==> src/cdq_pkg.sv <==
// Shared types and constants for the circular double-ended queue.
// Used by the controller, the datapath and the top level; depends on nothing.
`timescale 1ns / 1ps

package cdq_pkg;

    // Number of store entries built into the block.
    localparam int DEPTH     = 16;
    localparam int ADDR_W    = (DEPTH > 1) ? $clog2(DEPTH) : 1;
    localparam int CNT_W     = ADDR_W + 1;
    localparam int WORD_W    = 32;
    localparam int CAP_W     = 5;
    localparam int CAP_RESET = 16;

    typedef enum logic [1:0] {
        FUNC_PUSH_FRONT = 2'd0,
        FUNC_PUSH_REAR  = 2'd1,
        FUNC_POP_FRONT  = 2'd2,
        FUNC_POP_REAR   = 2'd3
    } t_func;

    typedef enum logic [1:0] {
        S_IDLE  = 2'd0,
        S_WRITE = 2'd1,
        S_READ  = 2'd2,
        S_OUT   = 2'd3
    } t_state;

    // Commands from the controller to the datapath.
    typedef struct packed {
        logic load_in;
        logic exec;
        logic load_out;
    } t_dp_cmd;

endpackage

==> src/cdq_ram.sv <==
// Generic RAM with one write port and two registered read ports.
// Stands alone; no package needed.
`timescale 1ns / 1ps

module cdq_ram #(
    parameter int WIDTH = 32,
    parameter int DEPTH = 16
) (
    input  logic                                  i_clk,
    input  logic                                  i_we,
    input  logic [((DEPTH > 1) ? $clog2(DEPTH) : 1)-1:0] i_waddr,
    input  logic [WIDTH-1:0]                      i_wdata,
    input  logic [((DEPTH > 1) ? $clog2(DEPTH) : 1)-1:0] i_raddr_a,
    input  logic [((DEPTH > 1) ? $clog2(DEPTH) : 1)-1:0] i_raddr_b,
    output logic [WIDTH-1:0]                      o_rdata_a,
    output logic [WIDTH-1:0]                      o_rdata_b
);

    logic [WIDTH-1:0] r_mem [DEPTH];
    logic [WIDTH-1:0] r_rdata_a;
    logic [WIDTH-1:0] r_rdata_b;

    always_ff @(posedge i_clk) begin
        if (i_we) begin
            r_mem[i_waddr] <= i_wdata;
        end
        r_rdata_a <= r_mem[i_raddr_a];
        r_rdata_b <= r_mem[i_raddr_b];
    end

    assign o_rdata_a = r_rdata_a;
    assign o_rdata_b = r_rdata_b;

endmodule

==> src/cdq_ctrl.sv <==
// Sequencing controller for the queue: handshakes and datapath commands.
// Depends on cdq_pkg for the state type and the command struct.
`timescale 1ns / 1ps

module cdq_ctrl (
    input  logic             i_clk,
    input  logic             i_rst_n,
    input  logic             i_in_valid,
    output logic             o_in_stall,
    output logic             o_out_valid,
    input  logic             i_out_stall,
    output logic             o_cfg_ready,
    output cdq_pkg::t_dp_cmd o_cmd
);

    cdq_pkg::t_state r_state;
    cdq_pkg::t_state n_state;
    logic            r_out_valid;
    logic            n_out_valid;
    logic            in_accept;
    logic            out_free;

    assign in_accept = i_in_valid && (r_state == cdq_pkg::S_IDLE);
    assign out_free  = !r_out_valid || !i_out_stall;

    always_comb begin
        n_state = r_state;
        unique case (r_state)
            cdq_pkg::S_IDLE: begin
                if (i_in_valid) begin
                    n_state = cdq_pkg::S_WRITE;
                end
            end
            cdq_pkg::S_WRITE: begin
                n_state = cdq_pkg::S_READ;
            end
            cdq_pkg::S_READ: begin
                n_state = cdq_pkg::S_OUT;
            end
            cdq_pkg::S_OUT: begin
                if (out_free) begin
                    n_state = cdq_pkg::S_IDLE;
                end
            end
            default: begin
                n_state = cdq_pkg::S_IDLE;
            end
        endcase
    end

    always_comb begin
        o_cmd       = '0;
        o_in_stall  = 1'b1;
        o_cfg_ready = 1'b0;
        unique case (r_state)
            cdq_pkg::S_IDLE: begin
                o_in_stall    = 1'b0;
                o_cfg_ready   = 1'b1;
                o_cmd.load_in = i_in_valid;
            end
            cdq_pkg::S_WRITE: begin
                o_cmd.exec = 1'b1;
            end
            cdq_pkg::S_READ: begin
            end
            cdq_pkg::S_OUT: begin
                o_cmd.load_out = out_free;
            end
            default: begin
            end
        endcase
    end

    assign n_out_valid = o_cmd.load_out || (r_out_valid && i_out_stall);

    always_ff @(posedge i_clk) begin
        if (!i_rst_n) begin
            r_state     <= cdq_pkg::S_IDLE;
            r_out_valid <= 1'b0;
        end else begin
            r_state     <= n_state;
            r_out_valid <= n_out_valid;
        end
    end

    assign o_out_valid = r_out_valid;

`ifndef SYNTHESIS
    a_accept_starts_write: assert property (@(posedge i_clk) disable iff (!i_rst_n)
        in_accept |=> (r_state == cdq_pkg::S_WRITE))
        else $error("accepted word did not move the controller to the write step");

    a_write_then_read: assert property (@(posedge i_clk) disable iff (!i_rst_n)
        (r_state == cdq_pkg::S_WRITE) |=> (r_state == cdq_pkg::S_READ))
        else $error("write step not followed by the read step");

    a_load_sets_valid: assert property (@(posedge i_clk) disable iff (!i_rst_n)
        o_cmd.load_out |=> o_out_valid)
        else $error("result loaded but output valid not raised");
`endif

endmodule

==> src/cdq_datapath.sv <==
// Datapath of the queue: capacity, indices, store and the result register.
// Depends on cdq_pkg and instantiates cdq_ram for the store.
`timescale 1ns / 1ps

module cdq_datapath (
    input  logic                        i_clk,
    input  logic                        i_rst_n,
    input  cdq_pkg::t_dp_cmd            i_cmd,
    input  logic                        i_cfg_we,
    input  logic [cdq_pkg::CAP_W-1:0]   i_cfg_data,
    input  logic [1:0]                  i_func,
    input  logic [cdq_pkg::WORD_W-1:0]  i_value,
    output logic                        o_error,
    output logic                        o_is_empty,
    output logic                        o_is_full,
    output logic [cdq_pkg::WORD_W-1:0]  o_front_word,
    output logic [cdq_pkg::WORD_W-1:0]  o_rear_word
);

    localparam int AW = cdq_pkg::ADDR_W;
    localparam int CW = cdq_pkg::CNT_W;

    function automatic logic [AW-1:0] step_up(input logic [AW-1:0] i, input logic [CW-1:0] cap);
        logic [CW-1:0] nxt;
        nxt = {1'b0, i} + CW'(1);
        step_up = (nxt >= cap) ? '0 : nxt[AW-1:0];
    endfunction

    function automatic logic [AW-1:0] step_down(input logic [AW-1:0] i,
                                                input logic [CW-1:0] cap);
        logic [CW-1:0] top;
        top = cap - CW'(1);
        step_down = ((i == '0) || ({1'b0, i} >= cap)) ? top[AW-1:0] : i - AW'(1);
    endfunction

    logic [cdq_pkg::CAP_W-1:0]  r_cap;
    logic [cdq_pkg::CAP_W-1:0]  n_cap;
    logic [AW-1:0]              r_front;
    logic [AW-1:0]              n_front;
    logic [AW-1:0]              r_rear;
    logic [AW-1:0]              n_rear;
    logic                       r_empty;
    logic                       n_empty;
    logic                       r_err;
    logic                       n_err;
    cdq_pkg::t_func             r_func;
    logic [cdq_pkg::WORD_W-1:0] r_word;
    logic                       r_out_err;
    logic                       r_out_empty;
    logic                       r_out_full;
    logic [cdq_pkg::WORD_W-1:0] r_out_front;
    logic [cdq_pkg::WORD_W-1:0] r_out_rear;

    logic [CW-1:0]              cap_use;
    logic                       full_now;
    logic                       is_push;
    logic                       ram_we;
    logic [AW-1:0]              ram_waddr;
    logic [cdq_pkg::WORD_W-1:0] rd_front;
    logic [cdq_pkg::WORD_W-1:0] rd_rear;

    // A capacity of zero behaves as one, anything above the store as the whole store.
    always_comb begin
        if (r_cap == '0) begin
            cap_use = CW'(1);
        end else if (32'(r_cap) > cdq_pkg::DEPTH) begin
            cap_use = CW'(cdq_pkg::DEPTH);
        end else begin
            cap_use = CW'(r_cap);
        end
    end

    assign full_now = !r_empty && (step_up(r_front, cap_use) == r_rear);
    assign is_push  = (r_func == cdq_pkg::FUNC_PUSH_FRONT) ||
                      (r_func == cdq_pkg::FUNC_PUSH_REAR);

    always_comb begin
        n_cap     = r_cap;
        n_front   = r_front;
        n_rear    = r_rear;
        n_empty   = r_empty;
        n_err     = r_err;
        ram_we    = 1'b0;
        ram_waddr = r_front;
        if (i_cmd.exec) begin
            n_err = 1'b0;
            if (is_push) begin
                if (r_empty) begin
                    // First word lands in entry zero whichever end was named.
                    n_front   = '0;
                    n_rear    = '0;
                    n_empty   = 1'b0;
                    ram_we    = 1'b1;
                    ram_waddr = '0;
                end else if (full_now) begin
                    n_err = 1'b1;
                end else if (r_func == cdq_pkg::FUNC_PUSH_FRONT) begin
                    n_front   = step_up(r_front, cap_use);
                    ram_we    = 1'b1;
                    ram_waddr = n_front;
                end else begin
                    n_rear    = step_down(r_rear, cap_use);
                    ram_we    = 1'b1;
                    ram_waddr = n_rear;
                end
            end else begin
                if (r_empty) begin
                    n_err = 1'b1;
                end else if (r_front == r_rear) begin
                    n_front = '0;
                    n_rear  = '0;
                    n_empty = 1'b1;
                end else if (r_func == cdq_pkg::FUNC_POP_FRONT) begin
                    n_front = step_down(r_front, cap_use);
                end else begin
                    n_rear = step_up(r_rear, cap_use);
                end
            end
        end
        if (i_cfg_we) begin
            n_cap   = i_cfg_data;
            n_front = '0;
            n_rear  = '0;
            n_empty = 1'b1;
        end
    end

    always_ff @(posedge i_clk) begin
        if (!i_rst_n) begin
            r_cap   <= cdq_pkg::CAP_W'(cdq_pkg::CAP_RESET);
            r_front <= '0;
            r_rear  <= '0;
            r_empty <= 1'b1;
            r_err   <= 1'b0;
        end else begin
            r_cap   <= n_cap;
            r_front <= n_front;
            r_rear  <= n_rear;
            r_empty <= n_empty;
            r_err   <= n_err;
        end
    end

    always_ff @(posedge i_clk) begin
        if (i_cmd.load_in) begin
            r_func <= cdq_pkg::t_func'(i_func);
            r_word <= i_value;
        end
        if (i_cmd.load_out) begin
            r_out_err   <= r_err;
            r_out_empty <= r_empty;
            r_out_full  <= full_now;
            r_out_front <= r_empty ? '1 : rd_front;
            r_out_rear  <= r_empty ? '1 : rd_rear;
        end
    end

    cdq_ram #(
        .WIDTH (cdq_pkg::WORD_W),
        .DEPTH (cdq_pkg::DEPTH)
    ) u_store (
        .i_clk     (i_clk),
        .i_we      (ram_we),
        .i_waddr   (ram_waddr),
        .i_wdata   (r_word),
        .i_raddr_a (r_front),
        .i_raddr_b (r_rear),
        .o_rdata_a (rd_front),
        .o_rdata_b (rd_rear)
    );

    assign o_error      = r_out_err;
    assign o_is_empty   = r_out_empty;
    assign o_is_full    = r_out_full;
    assign o_front_word = r_out_front;
    assign o_rear_word  = r_out_rear;

`ifndef SYNTHESIS
    a_front_in_range: assert property (@(posedge i_clk) disable iff (!i_rst_n)
        ({1'b0, r_front} < cap_use) && ({1'b0, r_rear} < cap_use))
        else $error("queue index outside the capacity in use");

    a_last_pop_empties: assert property (@(posedge i_clk) disable iff (!i_rst_n)
        (i_cmd.exec && !is_push && !r_empty && (r_front == r_rear) && !i_cfg_we)
        |=> (r_empty && (r_front == '0) && (r_rear == '0)))
        else $error("popping the last word did not empty the queue");
`endif

endmodule

==> src/circular_double_ended_queue.sv <==
// Top level of the circular double-ended queue of signed 32-bit words.
// Depends on cdq_pkg; instantiates cdq_ctrl and cdq_datapath (which holds cdq_ram).
`timescale 1ns / 1ps

// Channel   Direction  Handshake                 Word
// input     in         i_in_valid / o_in_stall   i_func, i_value
// result    out        o_out_valid / i_out_stall o_error, o_is_empty, o_is_full,
//                                                o_front_word, o_rear_word
// config    in         i_cfg_valid / o_cfg_ready i_cfg_data (capacity)
//
// A word's steps are: accept, index update and store write, store read,
// and the load of the result register. The store read is a step of its own because
// the read ports are registered; a result stalled at the output holds the last step.
// Reset is synchronous and active low; it sets the capacity to 16 and the queue
// to empty. The store needs no clearing pass, since only written entries are read.
// A new input word is taken while an earlier result still waits to be taken.

module circular_double_ended_queue (
    input  logic                       i_clk,
    input  logic                       i_rst_n,
    input  logic                       i_in_valid,
    output logic                       o_in_stall,
    input  logic [1:0]                 i_func,
    input  logic signed [31:0]         i_value,
    output logic                       o_out_valid,
    input  logic                       i_out_stall,
    output logic                       o_error,
    output logic                       o_is_empty,
    output logic                       o_is_full,
    output logic signed [31:0]         o_front_word,
    output logic signed [31:0]         o_rear_word,
    input  logic                       i_cfg_valid,
    output logic                       o_cfg_ready,
    input  logic [cdq_pkg::CAP_W-1:0]  i_cfg_data
);

    cdq_pkg::t_dp_cmd           cmd;
    logic                       cfg_we;
    logic [cdq_pkg::WORD_W-1:0] front_word;
    logic [cdq_pkg::WORD_W-1:0] rear_word;

    // The controller only offers the configuration port while it is idle, so a
    // capacity write never lands in the middle of an operation.
    assign cfg_we = i_cfg_valid && o_cfg_ready;

    cdq_ctrl u_ctrl (
        .i_clk       (i_clk),
        .i_rst_n     (i_rst_n),
        .i_in_valid  (i_in_valid),
        .o_in_stall  (o_in_stall),
        .o_out_valid (o_out_valid),
        .i_out_stall (i_out_stall),
        .o_cfg_ready (o_cfg_ready),
        .o_cmd       (cmd)
    );

    // The datapath keeps the capacity, the two indices, the empty mark and the
    // store; a capacity write also empties the queue.
    cdq_datapath u_datapath (
        .i_clk        (i_clk),
        .i_rst_n      (i_rst_n),
        .i_cmd        (cmd),
        .i_cfg_we     (cfg_we),
        .i_cfg_data   (i_cfg_data),
        .i_func       (i_func),
        .i_value      (i_value),
        .o_error      (o_error),
        .o_is_empty   (o_is_empty),
        .o_is_full    (o_is_full),
        .o_front_word (front_word),
        .o_rear_word  (rear_word)
    );

    // Both end words read as all ones when the queue is empty.
    assign o_front_word = signed'(front_word);
    assign o_rear_word  = signed'(rear_word);

endmodule
==> config.mk <==
export PLATFORM = sky130hd
export DESIGN_NAME = circular_double_ended_queue
export DESIGN_NICKNAME = d
export VERILOG_FILES = /design/src/cdq_pkg.sv /design/src/cdq_ram.sv /design/src/cdq_ctrl.sv /design/src/cdq_datapath.sv /design/src/circular_double_ended_queue.sv
export SDC_FILE = /design/constraint.sdc
export NUM_CORES = 1
export LEC_CHECK = 0
export BUFFER_PORTS_ARGS = -buffer_cell sky130_fd_sc_hd__buf_2
export CORE_MARGIN = 10
export CORE_UTILIZATION = 62
export DETAILED_ROUTE_END_ITERATION = 8
export PLACE_DENSITY = 0.8
export SLEW_MARGIN = 25
export SYNTH_ARGS = -nofsm -noshare
export SYNTH_HDL_FRONTEND = slang
export SYNTH_HIERARCHICAL = 1
export SYNTH_SLANG_ARGS = --single-unit
==> constraint.sdc <==
create_clock -name i_clk -period 7.7 [get_ports i_clk]
set_input_delay 1.54 -clock i_clk [delete_from_list [all_inputs] [get_ports i_clk]]
set_output_delay 1.54 -clock i_clk [all_outputs]
set_load 0.01 [all_outputs]
* After elaboration in Yosys (flattened, before gate mapping)
Memory sizes are Yosys's and may differ from the RTL's. A register that Yosys moved wholly into a read port is not among the register bits.
Index checks and enable logic that the tools add are counted.
** Word-level totals
- Flip-flop bits (word level) :: 119
- Bits in writable memories :: 512
- Bits of input ports :: 44
- Output and inout bits :: 70
- Word-level logic and storage cells :: 107
- Memories kept :: 1
** Cells by class
- Add/sub/neg operators :: 5
- $lt $le $gt $ge :: 5
- Equality and inequality tests :: 14
- Muxes and demuxes :: 46
- Bitwise logic cells :: 1
- Reduce and logical (&&, ||, !) cells :: 21
** Memory list
- u_datapath.u_store.r_mem :: words 16, width 32, rd ports 2, clocked after memory_dff 2, wr ports 1, RTL line cdq_ram.sv:19 : logic [WIDTH-1:0] r_mem [DEPTH];
** Operator list (number)
- $mux 4 :: 23
- $mux 1 :: 18
- $sub 4x1->4 const B :: 3
- $add 4x1->5 const B :: 2
- $ge 4x5->1 :: 2
- $ge 5x5->1 :: 2
- $mux 5 :: 2
- $reduce_and 5->1 :: 2
- $ne 3x2->1 const B :: 3
- $eq 4x4->1 :: 2
- $logic_not 4->1 :: 2
- $pmux 2 s4 :: 1
- $eq 2x2->1 const B :: 3
- $gt 5x5->1 const B :: 1
- $logic_not 5->1 :: 1
- $logic_or 1x1->1 :: 5
- $eq 2x1->1 const B :: 2
- $logic_not 2->1 :: 2
- $mux 2 :: 2
- $ne 2x2->1 const B :: 2
- $logic_and 1x1->1 :: 3
- $logic_not 1->1 :: 3
- $ne 3x1->1 const B :: 1
- $reduce_bool 3->1 :: 1
- other kinds (4) :: 4

* Depth between registers and ports, before layout
Gate-level depths: netlist of run 1.
- Word-level depth :: 13
- Gate-level depth with buffers :: 13
- Depth with buffers taken out :: 12

* Hierarchy
Netlist of run 1, hierarchy kept.
** Modules (own cells, without submodules)
- cdq_ram :: times used 1, cells an instance 1141, area each 24203.2 um^2, sequential area each 16656.0 um^2
- cdq_datapath :: times used 1, cells an instance 387, area each 5317.6 um^2, sequential area each 3333.2 um^2
- cdq_ctrl :: times used 1, cells an instance 23, area each 214.0 um^2, sequential area each 60.1 um^2
- circular_double_ended_queue :: times used 1, cells an instance 1, area each 6.3 um^2, sequential area each 0.0 um^2

* Least setup slack after synthesis of run 1
OpenSTA, ideal clock, no wires.
- Kind :: input to register
- Start :: input port i_out_stall
- End :: register u_datapath.r_out_err (netlist: u_datapath/o_error), enable pin
- Setup time :: 594 ps
- Arrival :: 6395 ps
- Data required time :: 7106 ps
- Slack :: 710 ps
- Stages on the path :: 1
- Path buffers :: 0
- Path through :: a21boi_0
** Between the ends
- Longest elaborated chain between the ends :: 3
** Ends and longest elaborated chain
- start: declaration :: RTL line circular_double_ended_queue.sv:26 : input logic i_out_stall,
- $logic_not 1->1 :: RTL line cdq_ctrl.sv:24 : assign out_free = !r_out_valid || !i_out_stall;
- $logic_or 1x1->1 :: RTL line cdq_ctrl.sv:24
- $mux 1 :: RTL line cdq_ctrl.sv:55 : unique case (r_state)
- end signal: assignment :: RTL line cdq_datapath.sv:150 : r_out_err <= r_err;
- end: declaration :: RTL line cdq_datapath.sv:48 : logic r_out_err;
Every way passes these cells.
A chain may end at the register's enable or synchronous reset.

* Final worst setup path of run 1
- Start :: register u_datapath.r_front[1]
- End :: memory u_datapath.u_store.r_mem[8][7], enable pin
** Between the ends
- Elaborated cells between the ends (all ways) :: 16
- Those cells by class :: add/sub (1); order compare (1); eq/ne (1); mux (12); reduce/logical (1)
** RTL lines
- start: declaration :: RTL line cdq_datapath.sv:38 : logic [AW-1:0] r_front;
- start signal: assignment :: RTL line cdq_datapath.sv:137 : r_front <= n_front;
- $add 4x1->5 * :: RTL line cdq_datapath.sv:25 : nxt = {1'b0, i} + CW'(1);
- $ge 5x5->1 :: RTL line cdq_datapath.sv:26 : step_up = (nxt >= cap) ? '0 : nxt[AW-1:0];
- $mux 4 * :: RTL line cdq_datapath.sv:26
- $eq 4x4->1 :: RTL line cdq_datapath.sv:73 : assign full_now = !r_empty && (step_up(r_front, cap_use) == r_rear);
- $logic_and 1x1->1 :: RTL line cdq_datapath.sv:73
- $mux 4 * :: RTL line cdq_datapath.sv:95 : end else if (full_now) begin
- $mux 4 * :: RTL line cdq_datapath.sv:88 : if (r_empty) begin
- $mux 4 * :: RTL line cdq_datapath.sv:87 : if (is_push) begin
- $mux 4 * :: RTL line cdq_datapath.sv:85 : if (i_cmd.exec) begin
- net u_datapath.ram_waddr[3] :: RTL line cdq_datapath.sv:58 : logic [AW-1:0] ram_waddr;
- end: declaration :: RTL line cdq_ram.sv:19
The timed path passes the listed nets; every way through them passes the cells marked *.

==> results.toml, run 1 <==
[status]
outcome = "complete, no violations"

[critical_path]
crit_buf_inv = 1
crit_slowest_cell = "nor3_2"
crit_top_cell = "ha_1"
rr_worst_depth = 12
reg2reg_slack_ns = 2.37
rr_endpoint = "u_datapath/u_store/r_mem[8][7]$_DFFE_PP_"
critPathArrivalTime_ns = 5.57
cp-end-kind = "register"
path_cells = "ha_1 > xor2_4 > ha_1 > a211o_1 > a31oi_1 > o221ai_1 > and4_4 > or3_4 > o21ai_2 > nand3b_1 > nor3_2 > buf_4"
cp_max_fo = 42
slowest_delay_ns = 0.79
critPathKind = "reg -> reg"
r2r_start = "u_datapath/r_front[1]$_SDFFE_PP0P_"
required_ns = 7.94
path_delay_family = "simple AND/OR/NAND/NOR gates"
startpoint_type = "register"

[drt]
vias = 16798
drt_iter0_markers = 1952
detail_route.wl_per_cell_um = 32.10
ant_nets = 0
dr.pass1.iters = 6
wl_um = 75260
post_drt_via_cell_ratio = 7.163
route.detailed.drc = 0

[finish]
area_growth_syn_to_layout_pct = 12.59
diodes = 0
layout.nets = 1746
drive_above_1_share_pct = 37.17
fin_util_pct = 70.43

[flow_run]
cap_viol_max_count = 0

[placement]
hpwl_um = 40250
routabilityCongestion = 0.8175
io_buffers = 113

[clock_tree]
clock_latency_ns = 0.63
max-clock-path-buffers = 3
cts.sinks = 695
hold_buffers = 0
cts-root-buf = "clkbuf_16"
cts_setup_buffers = 0
cts_resized = 0
htreeDepth = 3
cts_tree = "yes"
cts.reportedPaths.clkPinSlew_ns = 0.06
cts_buffers = 71

[sta]
slew_headroom_pct = 26.92
final.setup_skew_ns = 0.03349
rsz0062_at_grt = "false"
fmax_mhz = 187.8
worst_slew_pin_slew_ns = 1.096
final_max_slew_viol_count = 0
period_minus_slack_ns = 5.326
final.period_utilization_pct = 69.17
setup_viol = 0
finalHoldViolCount = 0
setup_tns_ns = 0

[synth]
synth_area_sq_um = 29740
ys.flop_type = "edfxtp_1"
netlist_top_cells_area = "edfxtp_1, mux4_2, dfxtp_1"
synth_cell_types = 68
synth_edf_count = 613
syn_inst = 1552
yosysTopAreaCell = "edfxtp_1"
syn_nets = 1626
async_flop_share_pct = 0
ys_warn_count = 6
ys_seq_elements = 695
synth.avg_cell_area_sq_um = 19.16
yosysTopAreaCellShare_pct = 61.89
seq_area_frac_synth_pct = 67.41

[floorplan]
pin_count = 114
design.die.area_sq_um = 57130
die_h_um = 239.0
core_area_sq_um = 47550
start_util_pct = 62.55
die_width_um = 239.0
std_cell_rows = 80

[global_route]
antenna_found_initial = 4
grt-ovfl-total = 0
grt_max_degree = 68
grt_pass1_wl_um = 112800
grt.total_usage_pct = 26.69
first_global_vias = 17431

[min_path]
hp-class = "reg -> reg"
whs_endpoint = "u_datapath/o_error$_DFFE_PP_"
holdPathStages = 0
hp-start = "u_datapath/r_err$_SDFFE_PN0P_"

[pwr]
power.density_nw_per_um2 = 321.2
leakage_nw = 10.53
ir_drop_uv = 240.4
where the power goes:
part / internal [mW] / switching, mW
clock network: 2.06 / 1.48
logic: 1.01 / 1.23
registers: 4.64 / 0.342
sequential cells by signal (all words and copies together), names as in the netlist, 2 cells and up:
| register | count |
|---|---|
| u_ctrl/r_state | 2 |
| u_datapath/u_store/o_rdata_b | 32 |
| u_datapath/r_front | 4 |
| u_datapath/o_front_word | 32 |
| u_datapath/r_rear | 4 |
| u_datapath/r_word | 32 |
| u_datapath/r_cap | 5 |
| u_datapath/r_func | 2 |
| u_datapath/u_store/r_mem | 512 |
| u_datapath/u_store/o_rdata_a | 32 |
| u_datapath/o_rear_word | 32 |
metal layers:
layer,part of all wire [%],GRT usage [%],up-vias
met2,51,44.42,1161
met4,3.2,10.28,0
met1,36,34.54,8767
met5,0,0,-
met3,9.5,5.141,162
li1,-,-,6708
cell families (layout without fill, tap and decap cells):
family                   after synthesis  in the layout  synth area share [%]
AND/OR/NAND/NOR                      223            223                 3.934
multiplexers                         267            267                 19.76
XOR/XNOR                              11             11                0.3871
adder cells (fa/ha/maj)               30             30                 1.262
flip-flops                           695            695                 67.41
AO/OA/AOI/OAI                        207            207                 5.297
buffers and inverters                119            297                 1.952
stage by stage:
step	cells	hold WS (ns)	instance area, sq um	power [mW]	worst slack [ns]
6_report	2345	0.4375	33480	10.76	2.374
5_1_grt	2345	0.4541	33480	11.14	2.077
4_1_cts	2345	0.4368	33470	10.79	2.406
3_5_place_dp	2214	0.4228	31070	7.234	2.455
3_3_place_gp	2212	0.4073	31010	7.156	2.560
2_1_floorplan	1552	0.4030	29740	6.542	0.7103
layout make-up:
cell class / instances / area (sq um)
inverters: 15 / 56.30
flip-flops and latches: 695 / 20070
multi-input cells: 738 / 9294
repair buffers: 151 / 894.6
fillers: 2734 / 14060
clock buffers: 91 / 1924
well taps: 615 / 769.5
clock inverters: 40 / 480.5
cell usage in the layout (no fill, tap or decap), drive strengths merged, types with 8 or more instances in the layout:
cell type  Yosys  layout
bufinv         0       8
dfxtp         82      82
or2           66      66
mux2i         11      11
mux4         256     256
nor2b         15      15
a21oi         17      17
edfxtp       613     613
o21ai         17      17
buf           61     151
nor2          24      24
inv           14      18
clkbuf        43      91
ha            30      30
clkinv         1      25
nor3           8       8
xor2           8       8
nand2         78      78
a22oi        134     134
how the worst max path moves through the flow:
stage / start / endpoint / slack, ns / depth (start not counted)
2_1_floorplan: i_out_stall / u_datapath/o_error$_DFFE_PP_ / 0.71 / 1
3_3_place_gp: u_datapath/r_front[1]$_SDFFE_PP0P_ / u_datapath/u_store/r_mem[8][10]$_DFFE_PP_ / 2.56 / 12
3_5_place_dp: u_datapath/r_front[1]$_SDFFE_PP0P_ / u_datapath/u_store/r_mem[8][7]$_DFFE_PP_ / 2.46 / 12
4_1_cts: u_datapath/r_front[1]$_SDFFE_PP0P_ / u_datapath/u_store/r_mem[8][8]$_DFFE_PP_ / 2.41 / 12
5_1_grt: u_datapath/r_front[1]$_SDFFE_PP0P_ / u_datapath/u_store/r_mem[8][8]$_DFFE_PP_ / 2.08 / 12
6_report: u_datapath/r_front[1]$_SDFFE_PP0P_ / u_datapath/u_store/r_mem[8][7]$_DFFE_PP_ / 2.37 / 12
cell usage after synthesis (3+ instances only):
cell and count:
mux2i_1 11, a211oi_2 3, edfxtp_1 613, and2_1 3, o21ai_0 13, xnor2_1 3, buf_1 21, nand2_1 78
nand2b_1 4, a31oi_1 4, and3_1 3, ha_1 30, nand3_1 5, o21ai_2 3, a211oi_1 3, a21boi_0 3
mux4_2 256, nor2_1 24, clkbuf_1 43, buf_4 21, a22oi_1 134, a21oi_1 15, inv_1 14, xor2_1 7
buf_2 14, nor2b_1 14, nor3_1 8, or2_2 65, dfxtp_1 82, buf_6 5
No activity file was read; power rests on OpenSTA's default activity.
==> inputs of run 2 (changes only) <==
Settings changed: CORE_UTILIZATION 62 to 56, PLACE_DENSITY 0.8 to 0.76.
Clock period 7.7 ns to 4.7 ns, I/O delays scaled along.
==> run 2 against run 1 <==
  * Fmax is 20% higher
  * Combinational power is 69% higher
  * Critical path depth stayed put
  * Register-to-register slack worse by 2.1 ns
  * Sequential share of layout area is 0.43 points lower
  * Non-clock buffer count is 26 higher
  * First-iteration DRC count is 6.8% lower
  * Wire length is 5.8% lower
  * Total power is 62% higher
  * Clock power is 57% higher
  * Critical path type unchanged
  * Largest power group unchanged
==> results.toml, run 2 (synthesis gave the netlist of run 1 again) <==
[sta]
rsz0062_at_grt = "false"
fmax_mhz = 225.8
slew_headroom_pct = 34.22
setup_viol = 0
final.setup_skew_ns = 0.02718
period_minus_slack_ns = 4.429
final.period_utilization_pct = 94.24
final_max_slew_viol_count = 0
whs_ns = 0.4330
worst_slew_pin_slew_ns = 0.9867
finalHoldViolCount = 0

[critical_path]
path_delay_family = "simple AND/OR/NAND/NOR gates"
crit_buf_inv = 1
crit_start = "u_datapath/r_front[2]$_SDFFE_PP0P_"
crit_slowest_cell = "dfxtp_1"
cp_max_fo = 22
r2r_start = "u_datapath/r_front[2]$_SDFFE_PP0P_"
critPathArrivalTime_ns = 4.66
path_cells = "and3_4 > xor2_1 > ha_1 > a211o_1 > a31oi_1 > o32a_2 > and4_4 > or3_4 > o21ai_2 > nand3_1 > nor3_4 > buf_4"
rr_worst_depth = 12
slowest_delay_ns = 0.58
cp-end-kind = "register"
critPathKind = "reg -> reg"
rr_endpoint = "u_datapath/u_store/r_mem[12][7]$_DFFE_PP_"
required_ns = 4.93
reg2reg_slack_ns = 0.27
startpoint_type = "register"

[placement]
hpwl_um = 42630
dp_cells = 2312
dpl_cell_area_sq_um = 31400
io_buffers = 113
routabilityCongestion = 0.8525

[finish]
diodes = 0
regMostFlops = "u_datapath/u_store/r_mem"
multi_input_area_sq_um = 9313
final_common_cell = "edfxtp_1"
finalNonFillerCells = 2439
seqCellArea_sq_um = 20070
fin_util_pct = 64.18
area_growth_syn_to_layout_pct = 13.40
largest_reg_flops = 512
design_area_sq_um = 33730
final_cell_mix = "edfxtp_1, mux4_2, a22oi_1"
fill_cells = 3457
layout.nets = 1771
drive_above_1_share_pct = 37.69

[floorplan]
die_width_um = 250.5
design.die.area_sq_um = 62730
core_area_sq_um = 52550
pin_count = 114
std_cell_rows = 84
start_util_pct = 56.60
die_h_um = 250.5

[clock_tree]
cts.reportedPaths.clkPinSlew_ns = 0.06
max-clock-path-buffers = 3
cts_buffers = 70
cts_setup_buffers = 0
hold_buffers = 0
cts_resized = 0
cts.sinks = 695
cts_tree = "yes"
htreeDepth = 3
clock_latency_ns = 0.61
cts-root-buf = "clkbuf_16"

[global_route]
antenna_found_initial = 2
grt.total_usage_pct = 22.62
first_global_vias = 16792
grt_max_degree = 62
grt-ovfl-total = 0
grt_pass1_wl_um = 107300

[pwr]
ir_drop_uv = 348.3
leakage_nw = 10.61
power.density_nw_per_um2 = 516.6

[min_path]
hp-start = "u_datapath/r_err$_SDFFE_PN0P_"
holdPathStages = 0
hp-class = "reg -> reg"
whs_endpoint = "u_datapath/o_error$_DFFE_PP_"

[drt]
route.detailed.drc = 0
dr.pass1.iters = 5
post_drt_via_cell_ratio = 6.674
vias = 16278
drt_iter0_markers = 1819
ant_nets = 0
detail_route.wl_per_cell_um = 29.06
wl_um = 70870

[flow_run]
cap_viol_max_count = 0

[status]
outcome = "complete, no violations"
==> run 2: cell types whose count changed in the layout (fill, tap and decap cells not counted), moves of 4 or more <==
cell	before	now
nor3_4	0	4
clkinv_8	4	0
clkbuf_1	15	21
clkinv_2	11	7
nor3_2	4	0
clkbuf_8	3	8
buf_4	35	57
==> run 2: layout make-up <==
type / count / share of cell area, %
Clock buffer: 102 / 5.977
Clock inverter: 24 / 0.8199
Inverter: 15 / 0.1669
Multi-Input combinational cell: 738 / 27.61
Sequential cell: 695 / 59.50
Tap cell: 688 / 2.552
Timing Repair Buffer: 177 / 3.376
==> run 2: report_power, final <==
part           switching (mW)  internal, mW  leakage (nW)  total, mW
logic                    2.09          1.68          3.37       3.77
clock network            2.28          3.27          1.11       5.55
registers               0.493          7.61          6.13       8.10
total                    4.87          12.6          10.6       17.4
==> run 2: layer usage <==
metal / vias to the layer above / share of wire, % / global-route usage (%)
met3: 131 / 8.5 / 4.357
met1: 8514 / 38 / 30.17
met2: 868 / 51 / 36.90
met5: - / 0.017 / 0
li1: 6763 / - / -
met4: 2 / 2.7 / 7.866
==> run 2: metrics by stage <==
step                      power (mW)  setup TNS [ns]  setup WS (ns)
after floorplan                10.71          -36.15        -0.1211
after global placement         11.87               0         0.4843
after detailed placement       11.96               0         0.3915
after CTS                      17.52               0         0.3153
after global routing           18.13               0        0.09234
final                          17.42               0         0.2709
==> run 2: worst reg2reg max path, delay by kind of cell, from the launching register on <==
kind / cells / cell delay [ns]
flops: 1 / 0.58
compound gates: 4 / 0.85
xor+xnor: 1 / 0.37
fa+ha+maj: 1 / 0.28
simple gates: 5 / 1.54
buf+inv: 1 / 0.44
==> run 2: worst max-delay path by stage <==
stage | endpoint | slack, ns | cells past startpoint
after detailed placement | u_datapath/u_store/r_mem[12][12]$_DFFE_PP_ | 0.39 | 12
final | u_datapath/u_store/r_mem[12][7]$_DFFE_PP_ | 0.27 | 12
after CTS | u_datapath/u_store/r_mem[12][9]$_DFFE_PP_ | 0.32 | 12
after global placement | u_datapath/u_store/r_mem[12][12]$_DFFE_PP_ | 0.48 | 12
after global routing | u_datapath/u_store/r_mem[12][9]$_DFFE_PP_ | 0.09 | 12
after floorplan | u_datapath/u_store/r_mem[7][0]$_DFFE_PP_ | -0.12 | 12
